--- src/hdl/tcce_pkg.sv ---
// ----------------------------------------------------------------------------
// Text console cell engine package
// Command codes, controller states and the words passed between the
// controller, the cell store and the output stage.
// ----------------------------------------------------------------------------
package tcce_pkg;

    // Command codes carried in the input word's tuser.
    localparam logic [2:0] ACT_PRINT   = 3'd0;
    localparam logic [2:0] ACT_NEWLINE = 3'd1;
    localparam logic [2:0] ACT_CLEAR   = 3'd2;
    localparam logic [2:0] ACT_READ    = 3'd3;
    localparam logic [2:0] ACT_DELETE  = 3'd4;

    // A blank cell is character 0 with attribute 7.
    localparam logic [15:0] BLANK_CELL = 16'h0700;

    // Width of the hardware cursor location result field.
    localparam int HW_W = 12;

    typedef enum logic [1:0] {
        ST_CLEAR,
        ST_IDLE,
        ST_EXEC,
        ST_FETCH
    } state_t;

    typedef struct packed {
        logic [2:0]        action;
        logic signed [11:0] offset;
        logic [3:0]        back_colour;
        logic [3:0]        fore_colour;
        logic [4:0]        row;
        logic [6:0]        column;
        logic [7:0]        symbol;
    } cmd_t;

    typedef struct packed {
        logic              error;
        logic [HW_W-1:0]   hw_cursor_location;
        logic [4:0]        cursor_row;
        logic [6:0]        cursor_col;
        logic [7:0]        read_symbol;
    } result_t;

    typedef struct packed {
        logic wr_en;
        logic rd_en;
    } ram_ctl_t;

endpackage

--- src/hdl/tcce_ctrl.sv ---
// ----------------------------------------------------------------------------
// Console controller
// Holds the cursor, decodes each command, drives the cell store and sweeps
// the store with blank cells after reset and on a screen clear.
// ----------------------------------------------------------------------------
module tcce_ctrl
    import tcce_pkg::*;
#(
    parameter int COLUMNS = 80,
    parameter int ROWS    = 25
)
(
    input  logic                                  clk,
    input  logic                                  rst_n,
    input  logic                                  in_valid,
    output logic                                  in_ready,
    input  cmd_t                                  in_cmd,
    input  logic                                  res_ready,
    output logic                                  res_valid,
    output result_t                               res,
    output ram_ctl_t                              ram_ctl,
    output logic [$clog2(COLUMNS*ROWS)-1:0]       ram_addr,
    output logic [15:0]                           ram_wdata,
    input  logic [15:0]                           ram_rdata
);

    localparam int CELL_COUNT = COLUMNS * ROWS;
    localparam int ADDR_W     = $clog2(CELL_COUNT);
    localparam int LIN_W      = $clog2(CELL_COUNT + 1);
    localparam int COL_W      = $clog2(COLUMNS);
    localparam int LINE_W     = $clog2(ROWS + 1);
    localparam int SUM_W      = ((LIN_W > 12) ? LIN_W : 12) + 2;

    state_t              state_reg, state_next;
    cmd_t                cmd_reg;
    logic [LINE_W-1:0]   line_reg, line_next;
    logic [COL_W-1:0]    col_reg, col_next;
    logic [LIN_W-1:0]    lin_reg, lin_next;
    logic [HW_W-1:0]     hw_reg, hw_next;
    logic [ADDR_W-1:0]   clr_cnt_reg, clr_cnt_next;

    logic [LIN_W-1:0]    p_addr;
    logic                p_ok;
    logic signed [SUM_W-1:0] off_sum;
    logic                off_ok;
    logic                nl_wrap;
    logic                clr_last;
    logic                err;
    logic [7:0]          rsym;

    // Cell addressed by a print, and its range check.
    assign p_addr = LIN_W'(LIN_W'(cmd_reg.row) * LIN_W'(COLUMNS)) + LIN_W'(cmd_reg.column);
    assign p_ok   = (int'(cmd_reg.column) < COLUMNS) && (int'(cmd_reg.row) < ROWS);

    // Cell at the cursor plus the signed offset, and its range check.
    assign off_sum = $signed(SUM_W'(lin_reg)) + SUM_W'($signed(cmd_reg.offset));
    assign off_ok  = !off_sum[SUM_W-1] && (off_sum < $signed(SUM_W'(CELL_COUNT)));

    assign nl_wrap  = int'(line_reg) >= (ROWS - 1);
    assign clr_last = clr_cnt_reg == ADDR_W'(CELL_COUNT - 1);

    // Registers.
    always_ff @(posedge clk or negedge rst_n)
    begin
        if (!rst_n)
        begin
            state_reg   <= ST_CLEAR;
            line_reg    <= '0;
            col_reg     <= '0;
            lin_reg     <= '0;
            hw_reg      <= '0;
            clr_cnt_reg <= '0;
        end
        else
        begin
            state_reg   <= state_next;
            line_reg    <= line_next;
            col_reg     <= col_next;
            lin_reg     <= lin_next;
            hw_reg      <= hw_next;
            clr_cnt_reg <= clr_cnt_next;
        end
    end

    // Command word captured on acceptance.
    always_ff @(posedge clk)
    begin
        if (in_valid && in_ready)
        begin
            cmd_reg <= in_cmd;
        end
    end

    // Next state.
    always_comb
    begin
        state_next = state_reg;
        case (state_reg)
            ST_CLEAR:
            begin
                if (clr_last)
                begin
                    state_next = ST_IDLE;
                end
            end
            ST_IDLE:
            begin
                if (in_valid)
                begin
                    state_next = ST_EXEC;
                end
            end
            ST_EXEC:
            begin
                if ((cmd_reg.action == ACT_READ) && off_ok)
                begin
                    state_next = ST_FETCH;
                end
                else if (res_ready)
                begin
                    if ((cmd_reg.action == ACT_CLEAR) ||
                        ((cmd_reg.action == ACT_NEWLINE) && nl_wrap))
                    begin
                        state_next = ST_CLEAR;
                    end
                    else
                    begin
                        state_next = ST_IDLE;
                    end
                end
            end
            ST_FETCH:
            begin
                if (res_ready)
                begin
                    state_next = ST_IDLE;
                end
            end
            default:
            begin
                state_next = ST_IDLE;
            end
        endcase
    end

    // Outputs, store access and cursor updates.
    always_comb
    begin
        in_ready     = 1'b0;
        ram_ctl      = '0;
        ram_addr     = ADDR_W'(p_addr);
        ram_wdata    = BLANK_CELL;
        res_valid    = 1'b0;
        line_next    = line_reg;
        col_next     = col_reg;
        lin_next     = lin_reg;
        hw_next      = hw_reg;
        clr_cnt_next = clr_cnt_reg;
        err          = 1'b0;
        rsym         = '0;

        case (state_reg)
            ST_CLEAR:
            begin
                ram_ctl.wr_en = 1'b1;
                ram_addr      = clr_cnt_reg;
                clr_cnt_next  = clr_cnt_reg + 1'b1;
            end
            ST_IDLE:
            begin
                in_ready = 1'b1;
            end
            ST_EXEC:
            begin
                if ((cmd_reg.action == ACT_READ) && off_ok)
                begin
                    ram_ctl.rd_en = 1'b1;
                    ram_addr      = ADDR_W'(off_sum);
                end
                else if (res_ready)
                begin
                    res_valid = 1'b1;
                    case (cmd_reg.action)
                        ACT_PRINT:
                        begin
                            err = !p_ok;
                            if (p_ok)
                            begin
                                ram_ctl.wr_en = 1'b1;
                                ram_wdata     = {cmd_reg.back_colour, cmd_reg.fore_colour,
                                                 cmd_reg.symbol};
                                lin_next      = p_addr + LIN_W'(1);
                                if (int'(cmd_reg.column) == (COLUMNS - 1))
                                begin
                                    line_next = LINE_W'(int'(cmd_reg.row) + 1);
                                    col_next  = '0;
                                end
                                else
                                begin
                                    line_next = LINE_W'(cmd_reg.row);
                                    col_next  = COL_W'(int'(cmd_reg.column) + 1);
                                end
                            end
                        end
                        ACT_NEWLINE:
                        begin
                            if (nl_wrap)
                            begin
                                line_next    = '0;
                                col_next     = '0;
                                lin_next     = '0;
                                hw_next      = '0;
                                clr_cnt_next = '0;
                            end
                            else
                            begin
                                line_next = line_reg + 1'b1;
                                col_next  = '0;
                                lin_next  = lin_reg - LIN_W'(col_reg) + LIN_W'(COLUMNS);
                                hw_next   = HW_W'(lin_reg - LIN_W'(col_reg) + LIN_W'(COLUMNS));
                            end
                        end
                        ACT_CLEAR:
                        begin
                            line_next    = '0;
                            col_next     = '0;
                            lin_next     = '0;
                            hw_next      = '0;
                            clr_cnt_next = '0;
                        end
                        ACT_READ:
                        begin
                            // Only an off-screen read lands here.
                            err = 1'b1;
                        end
                        ACT_DELETE:
                        begin
                            err = !off_ok;
                            if (off_ok)
                            begin
                                ram_ctl.wr_en = 1'b1;
                                ram_addr      = ADDR_W'(off_sum);
                                if (col_reg != '0)
                                begin
                                    col_next = col_reg - 1'b1;
                                    lin_next = lin_reg - 1'b1;
                                    hw_next  = HW_W'(lin_reg - 1'b1);
                                end
                                else if (line_reg != '0)
                                begin
                                    line_next = line_reg - 1'b1;
                                    col_next  = COL_W'(COLUMNS - 1);
                                    lin_next  = lin_reg - 1'b1;
                                    hw_next   = HW_W'(lin_reg - 1'b1);
                                end
                            end
                        end
                        default:
                        begin
                            err = 1'b0;
                        end
                    endcase
                end
            end
            ST_FETCH:
            begin
                if (res_ready)
                begin
                    res_valid = 1'b1;
                    rsym      = ram_rdata[7:0];
                end
            end
            default:
            begin
                in_ready = 1'b0;
            end
        endcase

        res.read_symbol        = rsym;
        res.cursor_col         = 7'(col_next);
        res.cursor_row         = 5'(line_next);
        res.hw_cursor_location = hw_next;
        res.error              = err;
    end

endmodule

--- config.mk ---
export PLATFORM = sky130hd
export DESIGN_NAME = tcce_ctrl
export DESIGN_NICKNAME = d
export VERILOG_FILES = /design/src/hdl/tcce_pkg.sv /design/src/hdl/tcce_ctrl.sv
export SDC_FILE = /design/constraint.sdc
export NUM_CORES = 1
export LEC_CHECK = 0
export BUFFER_PORTS_ARGS = -buffer_cell sky130_fd_sc_hd__clkbuf_2
export CAP_MARGIN = 20
export CORE_MARGIN = 2
export CORE_UTILIZATION = 50
export DETAILED_ROUTE_END_ITERATION = 6
export PLACE_DENSITY = 0.73
export SLEW_MARGIN = 10
export SYNTH_ARGS = -nofsm -noshare
export SYNTH_HDL_FRONTEND = slang
export SYNTH_SLANG_ARGS = --single-unit
--- constraint.sdc ---
create_clock -name clk -period 4.61 [get_ports clk]
set_input_delay 0.922 -clock clk [delete_from_list [all_inputs] [get_ports clk]]
set_output_delay 0.922 -clock clk [all_outputs]
set_load 0.01 [all_outputs]
==> results_dict.tcl <==
set metrics [dict create \
    gp_congestion 0.940 \
    cts_root_buf "clkbuf_16" \
    setup.worst_path.start_class "flop" \
    cts_buffers 9 \
    cap_violations 0 \
    powerDensity_nw_per_um2 681 \
    grt_pass1_vias 6023 \
    synth_top_area_share_pct 18.7 \
    fin_cells 1068 \
    clk_latency_ps 370 \
    initial_utilization_pct 51.6 \
    path_clk_slew_ps 70 \
    grt_max_degree 44 \
    finalMaxSlewViolations 0 \
    tightest_slew_ps 968 \
    cts_sinks 91 \
    required_ps 3690 \
    tns_ps 0 \
    gr-usage-all-layers_pct 26.2 \
    synth_seq_cells 91 \
    fin_crit_sh_pct 97.2 \
    setup.worst_path.end_class "output port" \
    io_buffers 118 \
    layout.nets 1006 \
    max_freq_mhz 223 \
    antenna_found_initial 0 \
    core.rowCount 42 \
    layout_min_cycle_time_ps 4480 \
    syn_nets 875 \
    htreeDepth 3 \
    wire_per_inst_um 17.7 \
    avgSynthCellArea_um2 9.12 \
    async_flop_share_pct 52.7 \
    setup_viol 0 \
    arrival_ps 3560 \
    irDropWorstVdd_uv 294 \
    drive_gt1_share_pct 25.2 \
    yosys-top-cells-area "edfxtp_1 (19%), dfrtp_1 (17%), ha_1 (9.4%)" \
    grt-ovfl-total 0 \
    diodes 0 \
    crit_fanout 11 \
    fillCellCount 1196 \
    min_path_type "reg -> reg" \
    worst-setup-path-type "reg -> out" \
    core-area_um2 13300 \
    firstDrtPassIters 5 \
    skew_ps 7.62 \
    grt_pass1_wl_mm 30.0 \
    via_per_inst 5.93 \
    yosysUniqueCellTypes 77 \
    synth_warnings 0 \
    ant_nets 0 \
    syn2layout_area_growth_pct 20.4 \
    syn-cell-area_um2 6890 \
    hold_viol 0 \
    synth_edf_count 43 \
    cts_tree "built" \
    io_pins 127 \
    fp.dieH_um 121 \
    synth_top_area_cell "edfxtp_1" \
    die_w_um 121 \
    largest_reg_flops 43 \
    syn_inst 756 \
    slew_headroom_pct 35.5 \
    place_hpwl_mm 14.1 \
    synth_ff_type "dfrtp_1" \
    drtIter0Drc 428 \
    rsz0062_at_grt "true" \
    wirelength_mm 18.9 \
    dieArea_um2 14700 \
    synth_seq_area_share_pct 36.2 \
    p_leak_nw 3.59 \
    outcome "finished, final reports clean" \
    dp_cells 1041 \
    vias 6337 \
    drc 0 \
    ctsLongestPathBuffers 2 \
]
## layout make-up
class	instances	area [µm²]	share of cell area [%]
Multi-Input combinational cell	593	4270	51.4
Sequential cell	91	2490	30.0
Timing Repair Buffer	152	853	10.3
Clock buffer	9	225	2.71
Tap cell	176	220	2.65
Inverter	40	150	1.81
Clock inverter	7	88.8	1.07
## critical path, cell delays in order (launching register included)
cell,delay (ps)
dfrtp_2,420
ha_4,170
inv_1,50
fa_2,360
nor2b_2,140
o211ai_1,110
a211o_1,360
a31oi_4,210
xor2_4,310
buf_4,190
a211oi_2,60
buf_6,140
buf_4,130
mux2i_1,110
o21ai_0,230
clkbuf_2,180
## final timing paths
kind	end	slack, ps	startpoint	depth (start not counted)
hold reg to reg	hw_reg[3]$_DFF_PN0_	540	hw_reg[3]$_DFF_PN0_	1
max in group asynchronous	lin_reg[0]$_DFFE_PN0P_	3170	rst_n	2
hold / removal	hw_reg[3]$_DFF_PN0_	540	hw_reg[3]$_DFF_PN0_	1
setup / recovery	ram_addr[4]	130	lin_reg[0]$_DFFE_PN0P_	15
min in group asynchronous	clr_cnt_reg[0]$_DFFE_PN0P_	620	rst_n	1
setup reg to reg	lin_reg[10]$_DFFE_PN0P_	980	lin_reg[0]$_DFFE_PN0P_	13
## synthesized netlist by cell type (9+ instances only)
cell       n
nor2_1    63
edfxtp_1  43
xnor2_1   33
o22ai_1   12
clkbuf_1  25
a22o_1    13
nand4_1   11
ha_1      52
nand3_1   14
a21oi_1   53
inv_1     40
and2_1    19
o21ai_2    9
dfrtp_1   48
nand2_1   63
xor2_1    21
o21ai_0   57
and3_1    15
nor3_1    15
## logic make-up (layout without fill, tap and decap cells)
kind of cell / after synthesis / after routing / share of synthesized area (%)
mux: 9 / 9 / 1.32
xor+xnor: 55 / 55 / 7.10
buf+inv: 73 / 208 / 4.26
simple gates: 242 / 242 / 17.6
fa+ha+maj: 57 / 57 / 10.7
flops: 91 / 91 / 36.2
compound gates: 229 / 230 / 22.8
## power by group
group	internal, mW	total (mW)	switching (mW)	leakage, nW
Sequential	1.13	1.41	0.279	1.02
Combinational	1.46	3.48	2.02	2.42
Clock	0.391	0.770	0.379	0.153
## per-stage QoR
stage                     hold slack, ps  instance area (µm²)  power (mW)  setup WS (ps)  util (%)
after floorplan                      507                 6890        3.71            648         -
after global placement               509                 7740        4.58            271      58.0
after detailed placement             514                 7740        4.62            202      58.0
after CTS                            538                 8190        5.54           35.9      61.4
after global routing                 556                 8300        6.07          -1.75      62.2
final                                537                 8300        5.65            129      62.2
## per-layer routing
| layer | vias up | track usage, % | wire (µm) |
|---|---|---|---|
| met3 | 31 | 4.79 | 1010 |
| met2 | 222 | 43.7 | 9210 |
| met5 | - | 0 | 0 |
| met1 | 3043 | 33.8 | 8250 |
| li1 | 3041 | - | - |
| met4 | 0 | 9.84 | 481 |
## cells in the final DEF (no fill, tap or decap), drive strengths merged, types with 14 or more instances in the layout
cell type  count
nand3         14
xor2          22
ha            52
a21oi         57
and2          19
dfrtp         48
nor2          65
and3          15
o21ai         68
inv           44
buf           35
xnor2         33
nor3          15
edfxtp        43
clkbuf       126
nand2         63
## what timing repair did
item	in CTS	in global routing
endpoints found under the setup margin	14	22
setup buffers	3	7
resized for setup	19	13
hold endpoints to repair	0	0
hold buffers	0	0
pin swaps	6	12
cloned	1	0
Power figures use the tool's default switching activity.
